--- src/hdl/thd_pkg.sv ---
// Shared types, codes and helper functions for the tap-and-hold detector.
package thd_pkg;

	// Coordinate and countdown widths
	localparam int COORD_BITS = 12;
	localparam int TICK_BITS  = 16;
	localparam int CFG_BITS   = 16;
	localparam int RADIUS_BITS = 10;
	localparam int R2_BITS    = 2 * RADIUS_BITS;
	localparam int DIST_BITS  = 2 * COORD_BITS + 1;

	localparam logic [31:0] TICK_MAX = (TICK_BITS >= 32) ? 32'hFFFF_FFFF :
		((32'd1 << TICK_BITS) - 32'd1);

	typedef logic [COORD_BITS-1:0]  coord_t;
	typedef logic [TICK_BITS-1:0]   tick_t;
	typedef logic [CFG_BITS-1:0]    cfg_data_t;
	typedef logic [RADIUS_BITS-1:0] radius_t;
	typedef logic [R2_BITS-1:0]     r2_t;

	// Configuration register indexes
	typedef logic [1:0] cfg_index_t;
	localparam cfg_index_t REG_TAP_RADIUS    = 2'd0;
	localparam cfg_index_t REG_TRIGGER_TICKS = 2'd1;
	localparam cfg_index_t REG_HOLD_TICKS    = 2'd2;

	// Reset values of the registers
	localparam radius_t   TAP_RADIUS_RST    = 10'd16;
	localparam cfg_data_t TRIGGER_TICKS_RST = 16'd150;
	localparam cfg_data_t HOLD_TICKS_RST    = 16'd500;

	// Event kinds
	typedef enum logic [1:0] {
		CMD_PRESS   = 2'd0,
		CMD_MOVE    = 2'd1,
		CMD_RELEASE = 2'd2,
		CMD_TICK    = 2'd3
	} cmd_t;

	// Result codes
	typedef enum logic [2:0] {
		V_IGNORE  = 3'd0,
		V_MAYBE   = 3'd1,
		V_CANCEL  = 3'd2,
		V_TRIGGER = 3'd3,
		V_FINISH  = 3'd4
	} verdict_t;

	// Gesture phase
	typedef enum logic [1:0] {
		PH_IDLE    = 2'd0,
		PH_WAITING = 2'd1,
		PH_STARTED = 2'd2
	} phase_t;

	// One input word as held in the input register
	typedef struct packed {
		cmd_t   cmd;
		logic   left;
		coord_t x;
		coord_t y;
	} item_t;

	// Derived configuration handed to the datapath
	typedef struct packed {
		r2_t   r2;
		tick_t trigger_load;
		tick_t rest_load;
	} cfg_t;

	// Clamp a tick count to one at the bottom and to the counter range at the top
	function automatic tick_t load_ticks(input logic [31:0] v);
		tick_t r;
		if (v == 32'd0) begin
			r = tick_t'(1);
		end else if (v > TICK_MAX) begin
			r = tick_t'(TICK_MAX);
		end else begin
			r = tick_t'(v);
		end
		return r;
	endfunction

	// Ticks between trigger and finish, at least one
	function automatic tick_t rest_ticks(input cfg_data_t trig, input cfg_data_t hold);
		logic [31:0] d;
		if (hold > trig) begin
			d = 32'(hold - trig);
		end else begin
			d = 32'd1;
		end
		return load_ticks(d);
	endfunction

endpackage

--- src/hdl/tap_and_hold_detector_core.sv ---
// Top level of the tap-and-hold detector: input register, state update, result register.
//
// Long-press detector: each accepted word (press, move, release or tick) yields exactly one
// result word carrying a verdict and the recorded press point. One word is accepted per clock
// cycle while in_stall is low; a word is evaluated while it is held in the input register,
// and its result is captured in the result register once that register is empty or its
// word is being taken. Throughput is set by the single state-update stage, whose path
// is the squared-distance compare of two 12x12 products against the squared radius; the
// squared radius and both countdown loads are computed when configuration is written. The
// configuration port is always ready and must only be written while no words are in flight.
module tap_and_hold_detector_core
	import thd_pkg::*;
(
	input  logic       clk,
	input  logic       arst_n,
	// input channel
	input  logic       in_valid,
	output logic       in_stall,
	input  logic [1:0] cmd,
	input  logic       left_button,
	input  coord_t     x_pos,
	input  coord_t     y_pos,
	// result channel
	output logic       out_valid,
	input  logic       out_stall,
	output logic [2:0] verdict,
	output coord_t     hot_x,
	output coord_t     hot_y,
	// configuration channel
	input  logic       cfg_valid,
	output logic       cfg_ready,
	input  cfg_index_t cfg_index,
	input  cfg_data_t  cfg_data
);

	logic     valid_s1;
	item_t    item_s1;
	logic     valid_s2;
	verdict_t verdict_s2;
	coord_t   hot_x_s2;
	coord_t   hot_y_s2;
	logic     advance;
	logic     step;
	logic     take;
	cfg_t     cfg;
	verdict_t verdict_c;
	coord_t   hot_x_c;
	coord_t   hot_y_c;

	// Handshake control
	assign advance   = !valid_s2 || !out_stall;
	assign in_stall  = valid_s1 && !advance;
	assign take      = in_valid && !in_stall;
	assign step      = valid_s1 && advance;
	assign cfg_ready = 1'b1;

	thd_cfg_regs u_cfg (
		.clk      (clk),
		.arst_n   (arst_n),
		.wr_en    (cfg_valid),
		.wr_index (cfg_index),
		.wr_data  (cfg_data),
		.cfg      (cfg)
	);

	thd_fsm u_fsm (
		.clk     (clk),
		.arst_n  (arst_n),
		.step    (step),
		.item    (item_s1),
		.cfg     (cfg),
		.verdict (verdict_c),
		.hot_x   (hot_x_c),
		.hot_y   (hot_y_c)
	);

	// Input register valid
	always_ff @(posedge clk or negedge arst_n) begin
		if (!arst_n) begin
			valid_s1 <= 1'b0;
		end else if (!in_stall) begin
			valid_s1 <= in_valid;
		end
	end

	// Capture the input word
	always_ff @(posedge clk) begin
		if (take) begin
			item_s1.cmd  <= cmd_t'(cmd);
			item_s1.left <= left_button;
			item_s1.x    <= x_pos;
			item_s1.y    <= y_pos;
		end
	end

	// Result register valid
	always_ff @(posedge clk or negedge arst_n) begin
		if (!arst_n) begin
			valid_s2 <= 1'b0;
		end else if (advance) begin
			valid_s2 <= valid_s1;
		end
	end

	// Hold the result word until it is taken
	always_ff @(posedge clk) begin
		if (step) begin
			verdict_s2 <= verdict_c;
			hot_x_s2   <= hot_x_c;
			hot_y_s2   <= hot_y_c;
		end
	end

	assign out_valid = valid_s2;
	assign verdict   = verdict_s2;
	assign hot_x     = hot_x_s2;
	assign hot_y     = hot_y_s2;

endmodule

--- src/hdl/thd_cfg_regs.sv ---
// Configuration registers with precomputed squared radius and countdown loads.
module thd_cfg_regs
	import thd_pkg::*;
(
	input  logic       clk,
	input  logic       arst_n,
	input  logic       wr_en,
	input  cfg_index_t wr_index,
	input  cfg_data_t  wr_data,
	output cfg_t       cfg
);

	cfg_data_t trigger_q;
	cfg_data_t hold_q;
	r2_t       r2_q;
	tick_t     trigger_load_q;
	tick_t     rest_load_q;
	radius_t   wr_radius;

	assign wr_radius = wr_data[RADIUS_BITS-1:0];

	// Hold raw tick counts and derived values; refresh derived values on each write
	always_ff @(posedge clk or negedge arst_n) begin
		if (!arst_n) begin
			trigger_q      <= TRIGGER_TICKS_RST;
			hold_q         <= HOLD_TICKS_RST;
			r2_q           <= r2_t'(TAP_RADIUS_RST) * r2_t'(TAP_RADIUS_RST);
			trigger_load_q <= load_ticks(32'(TRIGGER_TICKS_RST));
			rest_load_q    <= rest_ticks(TRIGGER_TICKS_RST, HOLD_TICKS_RST);
		end else if (wr_en) begin
			case (wr_index)
				REG_TAP_RADIUS: begin
					r2_q <= r2_t'(wr_radius) * r2_t'(wr_radius);
				end
				REG_TRIGGER_TICKS: begin
					trigger_q      <= wr_data;
					trigger_load_q <= load_ticks(32'(wr_data));
					rest_load_q    <= rest_ticks(wr_data, hold_q);
				end
				REG_HOLD_TICKS: begin
					hold_q      <= wr_data;
					rest_load_q <= rest_ticks(trigger_q, wr_data);
				end
				default: begin
				end
			endcase
		end
	end

	assign cfg.r2           = r2_q;
	assign cfg.trigger_load = trigger_load_q;
	assign cfg.rest_load    = rest_load_q;

endmodule

--- src/hdl/thd_dist.sv ---
// Squared travel distance check against the squared tap radius.
module thd_dist
	import thd_pkg::*;
(
	input  coord_t x,
	input  coord_t y,
	input  coord_t start_x,
	input  coord_t start_y,
	input  r2_t    r2,
	output logic   too_far
);

	coord_t                  dx;
	coord_t                  dy;
	logic [2*COORD_BITS-1:0] dx2;
	logic [2*COORD_BITS-1:0] dy2;
	logic [DIST_BITS-1:0]    d2;

	// Absolute differences
	assign dx = (x >= start_x) ? (x - start_x) : (start_x - x);
	assign dy = (y >= start_y) ? (y - start_y) : (start_y - y);

	// Square, sum and compare
	assign dx2     = (2*COORD_BITS)'(dx) * (2*COORD_BITS)'(dx);
	assign dy2     = (2*COORD_BITS)'(dy) * (2*COORD_BITS)'(dy);
	assign d2      = DIST_BITS'(dx2) + DIST_BITS'(dy2);
	assign too_far = d2 > DIST_BITS'(r2);

endmodule

--- src/hdl/thd_fsm.sv ---
// Gesture phase, countdown and press point, updated once per word.
module thd_fsm
	import thd_pkg::*;
(
	input  logic     clk,
	input  logic     arst_n,
	input  logic     step,
	input  item_t    item,
	input  cfg_t     cfg,
	output verdict_t verdict,
	output coord_t   hot_x,
	output coord_t   hot_y
);

	phase_t phase_q, phase_d;
	tick_t  cnt_q, cnt_d;
	coord_t sx_q, sx_d;
	coord_t sy_q, sy_d;
	tick_t  cnt_dec;
	logic   running;
	logic   expire;
	logic   too_far;

	thd_dist u_dist (
		.x       (item.x),
		.y       (item.y),
		.start_x (sx_q),
		.start_y (sy_q),
		.r2      (cfg.r2),
		.too_far (too_far)
	);

	assign running = cnt_q != '0;
	assign cnt_dec = cnt_q - tick_t'(1);
	assign expire  = running && (cnt_dec == '0);

	// Next state
	always_comb begin
		phase_d = phase_q;
		cnt_d   = cnt_q;
		sx_d    = sx_q;
		sy_d    = sy_q;
		case (item.cmd)
			CMD_PRESS: begin
				if (item.left) begin
					sx_d    = item.x;
					sy_d    = item.y;
					cnt_d   = cfg.trigger_load;
					phase_d = PH_WAITING;
				end
			end
			CMD_MOVE: begin
				if (item.left && running && too_far) begin
					cnt_d   = '0;
					phase_d = PH_IDLE;
				end
			end
			CMD_RELEASE: begin
				if (item.left && running) begin
					cnt_d   = '0;
					phase_d = PH_IDLE;
				end
			end
			CMD_TICK: begin
				if (running) begin
					cnt_d = cnt_dec;
					if (expire) begin
						if (phase_q == PH_WAITING) begin
							cnt_d   = cfg.rest_load;
							phase_d = PH_STARTED;
						end else begin
							phase_d = PH_IDLE;
						end
					end
				end
			end
			default: begin
			end
		endcase
	end

	// Result code
	always_comb begin
		verdict = V_IGNORE;
		case (item.cmd)
			CMD_PRESS: begin
				if (item.left) begin
					verdict = V_MAYBE;
				end
			end
			CMD_MOVE: begin
				if (item.left && running && too_far) begin
					verdict = V_CANCEL;
				end
			end
			CMD_RELEASE: begin
				if (item.left && running) begin
					verdict = V_CANCEL;
				end
			end
			CMD_TICK: begin
				if (expire) begin
					if (phase_q == PH_WAITING) begin
						verdict = V_TRIGGER;
					end else if (phase_q == PH_STARTED) begin
						verdict = V_FINISH;
					end
				end
			end
			default: begin
			end
		endcase
	end

	assign hot_x = sx_d;
	assign hot_y = sy_d;

	// Advance state on each word
	always_ff @(posedge clk or negedge arst_n) begin
		if (!arst_n) begin
			phase_q <= PH_IDLE;
			cnt_q   <= '0;
			sx_q    <= '0;
			sy_q    <= '0;
		end else if (step) begin
			phase_q <= phase_d;
			cnt_q   <= cnt_d;
			sx_q    <= sx_d;
			sy_q    <= sy_d;
		end
	end

endmodule

--- config.mk ---
export PLATFORM = sky130hd
export DESIGN_NAME = tap_and_hold_detector_core
export DESIGN_NICKNAME = d
export VERILOG_FILES = /design/src/hdl/thd_pkg.sv /design/src/hdl/tap_and_hold_detector_core.sv /design/src/hdl/thd_cfg_regs.sv /design/src/hdl/thd_dist.sv /design/src/hdl/thd_fsm.sv
export SDC_FILE = /design/constraint.sdc
export NUM_CORES = 1
export LEC_CHECK = 0
export BUFFER_PORTS_ARGS = -buffer_cell sky130_fd_sc_hd__buf_2
export CORE_ASPECT_RATIO = 1.5
export CORE_MARGIN = 5
export CORE_UTILIZATION = 50
export DETAILED_ROUTE_END_ITERATION = 12
export GPL_TIMING_DRIVEN = 0
export PLACE_DENSITY = 0.69
export RECOVER_POWER = 25
export SLEW_MARGIN = 40
export SYNTH_ARGS = -nofsm -noshare
export SYNTH_HDL_FRONTEND = slang
export SYNTH_HIERARCHICAL = 1
export SYNTH_SLANG_ARGS = --single-unit
--- constraint.sdc ---
create_clock -name clk -period 10.17 [get_ports clk]
set_clock_uncertainty 0.05 [all_clocks]
set_input_delay 0 -clock clk [delete_from_list [all_inputs] [get_ports clk]]
set_output_delay 0 -clock clk [all_outputs]
set_load 0.005 [all_outputs]
==> results.toml, run 1 <==
[detailed_routing]
routed_wl_um = 63600
routedWlPerCell_um = 18.7
drtAntennaViolNets = 0
vias = 18840
routed_via_density = 5.53
wl_met3_um = 2130
met2_wirelength_um = 35000
highest_layer = "met4"
dr.pass1.iters = 5
drcViolationCount = 0
wl_met1_um = 22400
drt_iter0_drc = 1019

[setup_path]
crit_path_frequent_cell = "fa_1"
crit_path_max_fanout = 8
cp-startpoint = "item_s1[17]"
crit-reg2reg-launch = "item_s1[17]"
r2r_slack_ns = -0.74
crit_type = "flop to flop"
r2r_end = "u_fsm/cnt_q[0]"
crit_path_top_delay_cell = "fa_2"
arrival_ns = 11.20
slowest_delay_ns = 0.54
crit_path_end_kind = "flop"
r2r_cells = 45
start_kind = "flop"
worst_ep_required_time_ns = 10.46

[floorplanning]
ioPinCount = 80
die_x_um = 186
core_sq_um = 46500
initial_utilization_pct = 50.2
fp.dieH_um = 275
rows = 97
dieArea_sq_um = 51200

[global_route]
antenna_found_initial = 0
grt_overflow_total = 0
grt_pass1_wl_um = 103000
grt_usage_pct = 24.9
grt_max_degree = 70
first_global_vias = 20260

[worst_hold_path]
min_path_cells = 5
hold_path_class = "input port to flop"
hp-start = "cfg_index[1]"
min_to = "u_cfg/r2_q[12]"

[placed_design]
port-buffer-count = 77
post-dp-hpwl_um = 50400
pre_cts_ws_ns = -2.26
dp.cells = 3230
gp_congestion = 0.955

[cells_and_area]
nFillCells = 3951
multi_input_area_sq_um = 17100
syn_to_final_growth_pct = 17.3
register_area_sq_um = 4830
layoutNonFillerInstCount = 3405
layout_commonest_cell = "inv_1"
drive_gt1_share_pct = 18.4
final_nets = 3364
num_antenna_cells = 0
final_cell_mix = "486 x inv_1, 245 x fa_1, 245 x ha_1"

[sta]
drv_slew = 130
fin_tns_setup_ns = -11.80
relSlewSlack_pct = -148
tightest_slew_ns = 3.72
fmax_mhz = 91.7
finalHoldWorstSlack_ns = 0.105
setup_viol = 19
fin_crit_ns = 10.91
finalWorstSetupSlack_ns = -0.736
min_period_over_period_pct = 107
rsz0062_at_grt = "true"
hold_violations = 0

[yosys]
netlist_area_sq_um = 23400
syn_nets = 3122
seq_area_frac_synth_pct = 20.7
syn_avg_cell_area_sq_um = 9.14
synth_cell_types = 105
ys_top_cells_by_area = "fa_1 22%, ha_1 14%, dfrtp_1 11%"
yosysWarnings = 6
yosysTopAreaCellShare_pct = 21.9
ys_seq_elements = 181
synth_edf_count = 54
ys.flop_type = "dfrtp_1"
synthCells = 2556
synth_largest_area_cell = "fa_1"
synthArstFlopShare_pct = 70.2

[clock_tree]
clock_path_buffers = 2
clock_latency_ns = 0.47
numCtsBuffers = 17
cts_htree_levels = 4
cts-root-buf = "clkbuf_16"
numClockSinks = 181
path_clk_slew_ns = 0.08
cts_tree = "built"

[run_status]
violations = "capacitance limit, slew limit, setup timing"
status = "finished with violations"

[flow_run]
max_cap_violations = 2
-- worst max-delay path by stage --
| stage | depth (start not counted) | end | slack (ns) |
|---|---|---|---|
| finish | 45 | u_fsm/cnt_q[0] | -0.74 |
| global route | 46 | u_fsm/cnt_q[0] | -1.10 |
| CTS | 45 | u_fsm/cnt_q[0] | -0.72 |
| detailed placement | 44 | u_fsm/cnt_q[0] | -2.26 |
| global placement | 46 | u_fsm/cnt_q[0] | -2.22 |
| floorplan | 46 | u_fsm/cnt_q[0] | 0.04 |
-- stage by stage --
| step | util [%] | cell area, sq um |
|---|---|---|
| after global placement | 52.9 | 24600 |
| after CTS | 58.2 | 27100 |
| after global routing | 58.9 | 27400 |
| final | 58.9 | 27400 |
| after detailed placement | 53.1 | 24700 |
| after floorplan | - | 23500 |
-- what timing repair did --
item,CTS,global route
gates resized for setup,154,56
hold buffers,45,0
buffers inserted,78,22
setup endpoints to repair,19,19
pin swaps,92,47
cloned,1,0
hold endpoints to repair,175,0
-- sequential cells by signal, summed over array words and instances, names as in the netlist, 16 cells and up --
| name | count |
|---|---|
| u_cfg/trigger_q | 16 |
| item_s1 | 27 |
| u_cfg/hold_q | 16 |
| u_cfg/r2_q | 19 |
| u_cfg/trigger_load_q | 16 |
| u_fsm/cnt_q | 16 |
| u_cfg/rest_load_q | 16 |
-- synth_stat cells, types with 42 or more instances --
cell / instances
a21o_1: 42
a21oi_1: 97
dfrtp_1: 106
edfxtp_1: 54
fa_1: 255
ha_1: 261
inv_1: 499
mux2_2: 56
nand2_1: 236
nand2b_1: 48
nor2_1: 180
o21ai_0: 103
xnor2_1: 55
xor2_1: 42
-- worst max-delay path, delay by kind of cell, from the launching register on --
| family | cells | cell delay, ns |
|---|---|---|
| buf+inv | 9 | 0.91 |
| xor+xnor | 2 | 0.56 |
| compound gates | 17 | 3.65 |
| flops | 1 | 0.42 |
| simple gates | 7 | 0.92 |
| fa+ha+maj | 10 | 4.24 |
-- area by class of cell --
cell class	count	area share, %
multi-input cells	1787	62.6
flip-flops and latches	181	17.6
inverters	512	7.05
repair buffers	225	6.05
well taps	594	2.71
plain buffers	74	1.86
clock buffers	18	1.60
clock inverters	14	0.525
-- cell families (layout without fill, tap and decap cells) --
| family | after synthesis | after routing | share of synthesized area [%] |
|---|---|---|---|
| flops | 181 | 181 | 20.7 |
| compound gates | 439 | 439 | 12.9 |
| xor+xnor | 100 | 100 | 3.85 |
| mux | 75 | 75 | 3.51 |
| simple gates | 655 | 655 | 13.2 |
| fa+ha+maj | 516 | 516 | 35.8 |
| buf+inv | 588 | 843 | 10.0 |
| other cells | 2 | 2 | 0.0322 |
-- metal layers --
layer | up-vias | track usage [%]
met5 | - | 0
met4 | 0 | 13.8
met3 | 200 | 3.11
met2 | 475 | 48.1
met1 | 9347 | 26.0
li1 | 8818 | -
Power of run 1 is not shown: default switching activity piles up to over one toggle a cycle in this logic, so the estimate is an artifact.
==> inputs of run 2 (changes only) <==
--- a/config.mk
+++ b/config.mk
@@ -11,6 +11,7 @@
 export CORE_UTILIZATION = 50
 export DETAILED_ROUTE_END_ITERATION = 12
 export GPL_TIMING_DRIVEN = 0
+export MAX_ROUTING_LAYER = met4
 export PLACE_DENSITY = 0.69
 export RECOVER_POWER = 25
 export SLEW_MARGIN = 40
==> run 2 against run 1 <==
Effect of this change:
- the run still ends with capacitance limit, slew limit, setup timing left
- via count rose by 0.94%
- first-iteration DRC count rose by 5.6%
- die area did not move
- global-route usage barely moved
- final area rose by 1.5%
- largest cell class unchanged
==> results.toml, run 2 (synthesized netlist as in run 1, its figures left out) <==
[detailed_routing]
drt_iter0_drc = 1076
routedWlPerCell_um = 18.8
vias = 19017
drtAntennaViolNets = 0
drcViolationCount = 0
routed_wl_um = 64300
dr.pass1.iters = 5
routed_via_density = 5.54

[floorplanning]
core_sq_um = 46500
ioPinCount = 80
fp.dieH_um = 275
dieArea_sq_um = 51200
initial_utilization_pct = 50.2
die_x_um = 186
rows = 97

[cells_and_area]
top_regs = "item_s1 (27), u_cfg/r2_q (19)"
multi_input_area_sq_um = 17300
syn_to_final_growth_pct = 19.0
final_nets = 3389
drive_gt1_share_pct = 19.7
num_antenna_cells = 0
top_register = "item_s1"
register_area_sq_um = 4830
final_cell_mix = "485 x inv_1, 247 x fa_1, 246 x ha_1"
layout_commonest_cell = "inv_1"
nFillCells = 3899
largest_reg_flops = 27

[clock_tree]
cts_htree_levels = 4
clock_latency_ns = 0.47
numClockSinks = 181
clock_path_buffers = 2
cts-root-buf = "clkbuf_16"
cts_tree = "built"
path_clk_slew_ns = 0.07
numCtsBuffers = 17

[sta]
setup_viol = 19
fin_crit_ns = 10.86
tightest_slew_ns = 3.83
finalWorstSetupSlack_ns = -0.687
hold_violations = 0
relSlewSlack_pct = -155
drv_slew = 130
rsz0062_at_grt = "true"
fmax_mhz = 92.1
min_period_over_period_pct = 107

[setup_path]
cp-startpoint = "item_s1[14]"
arrival_ns = 11.15
worst_ep_required_time_ns = 10.47
slowest_delay_ns = 0.54
crit-reg2reg-launch = "item_s1[14]"
crit_path_end_kind = "flop"
crit_path_frequent_cell = "fa_1"
crit_path_max_fanout = 6
r2r_cells = 47
crit_type = "flop to flop"
crit_path_top_delay_cell = "fa_1"
start_kind = "flop"

[placed_design]
pre_cts_ws_ns = -2.30
port-buffer-count = 77
post-dp-hpwl_um = 50400
gp_congestion = 0.984

[run_status]
violations = "capacitance limit, slew limit, setup timing"
status = "finished with violations"

[global_route]
grt_overflow_total = 0
grt_usage_pct = 25.0
antenna_found_initial = 0
grt_max_degree = 71
first_global_vias = 19610
grt_pass1_wl_um = 101000

[worst_hold_path]
min_path_cells = 5
hold_path_class = "input port to flop"
hp-start = "cfg_index[1]"

[flow_run]
max_cap_violations = 2
==> run 2: routing by layer <==
layer | track usage (%) | vias up | part of all wire (%)
met5 | - | - | 0
met4 | 11.5 | 0 | 5.2
met3 | 2.25 | 177 | 2.9
met2 | 47.4 | 464 | 56
met1 | 26.1 | 9486 | 36
li1 | - | 8890 | -
==> run 2: layout make-up <==
cell class                 instances  area share (%)
multi-input combinational       1788            62.1
buffer                            74            1.90
clock buffer                      18            1.54
timing repair buffer             249            6.88
inverter                         512            7.00
clock inverter                    14           0.545
sequential                       181            17.4
tap                              594            2.67
==> run 2: metrics by stage <==
step	TNS (ns)	hold WS, ns	instance area [sq um]	util (%)	instances
2_1_floorplan	0	-0.346	23500	-	2556
3_3_place_gp	-37.86	0.128	24600	52.9	3227
3_5_place_dp	-40.18	-0.0746	24700	53.1	3230
4_1_cts	-17.66	0.0166	26400	56.8	3341
5_1_grt	-17.98	0.161	27800	59.8	3430
6_report	-10.58	0.110	27800	59.8	3430
==> run 2: what timing repair did <==
item                       CTS  global route
setup buffers               40            88
gates resized for setup     86           172
cloned                       1             3
hold buffers                46             0
pin swaps                   40            82
setup endpoints to repair   19            19
hold endpoints to repair   172             0
==> run 2: worst paths after layout <==
| kind | endpoint | slack (ns) |
|---|---|---|
| worst max-delay path | u_fsm/cnt_q[13] | -0.69 |
| worst min-delay path | u_cfg/r2_q[12] | 0.11 |
| worst max register to register | u_fsm/cnt_q[13] | -0.69 |
| worst min register to register | u_cfg/trigger_load_q[7] | 0.42 |
| max in group asynchronous | u_cfg/r2_q[16] | 4.01 |
| min in group asynchronous | u_cfg/trigger_load_q[14] | 1.15 |
==> run 2: critical path: cells and delay by family, from the launching register on <==
family	cells	cell delay (ns)
AOI/OAI and AO/OA	15	3.10
DFF	1	0.37
and+or+nand+nor	7	0.91
adders and majority gates	10	4.46
xor gates and xnor gates	2	0.53
buffers and inverters	13	1.31
Power of run 2 is left out for the same reason.
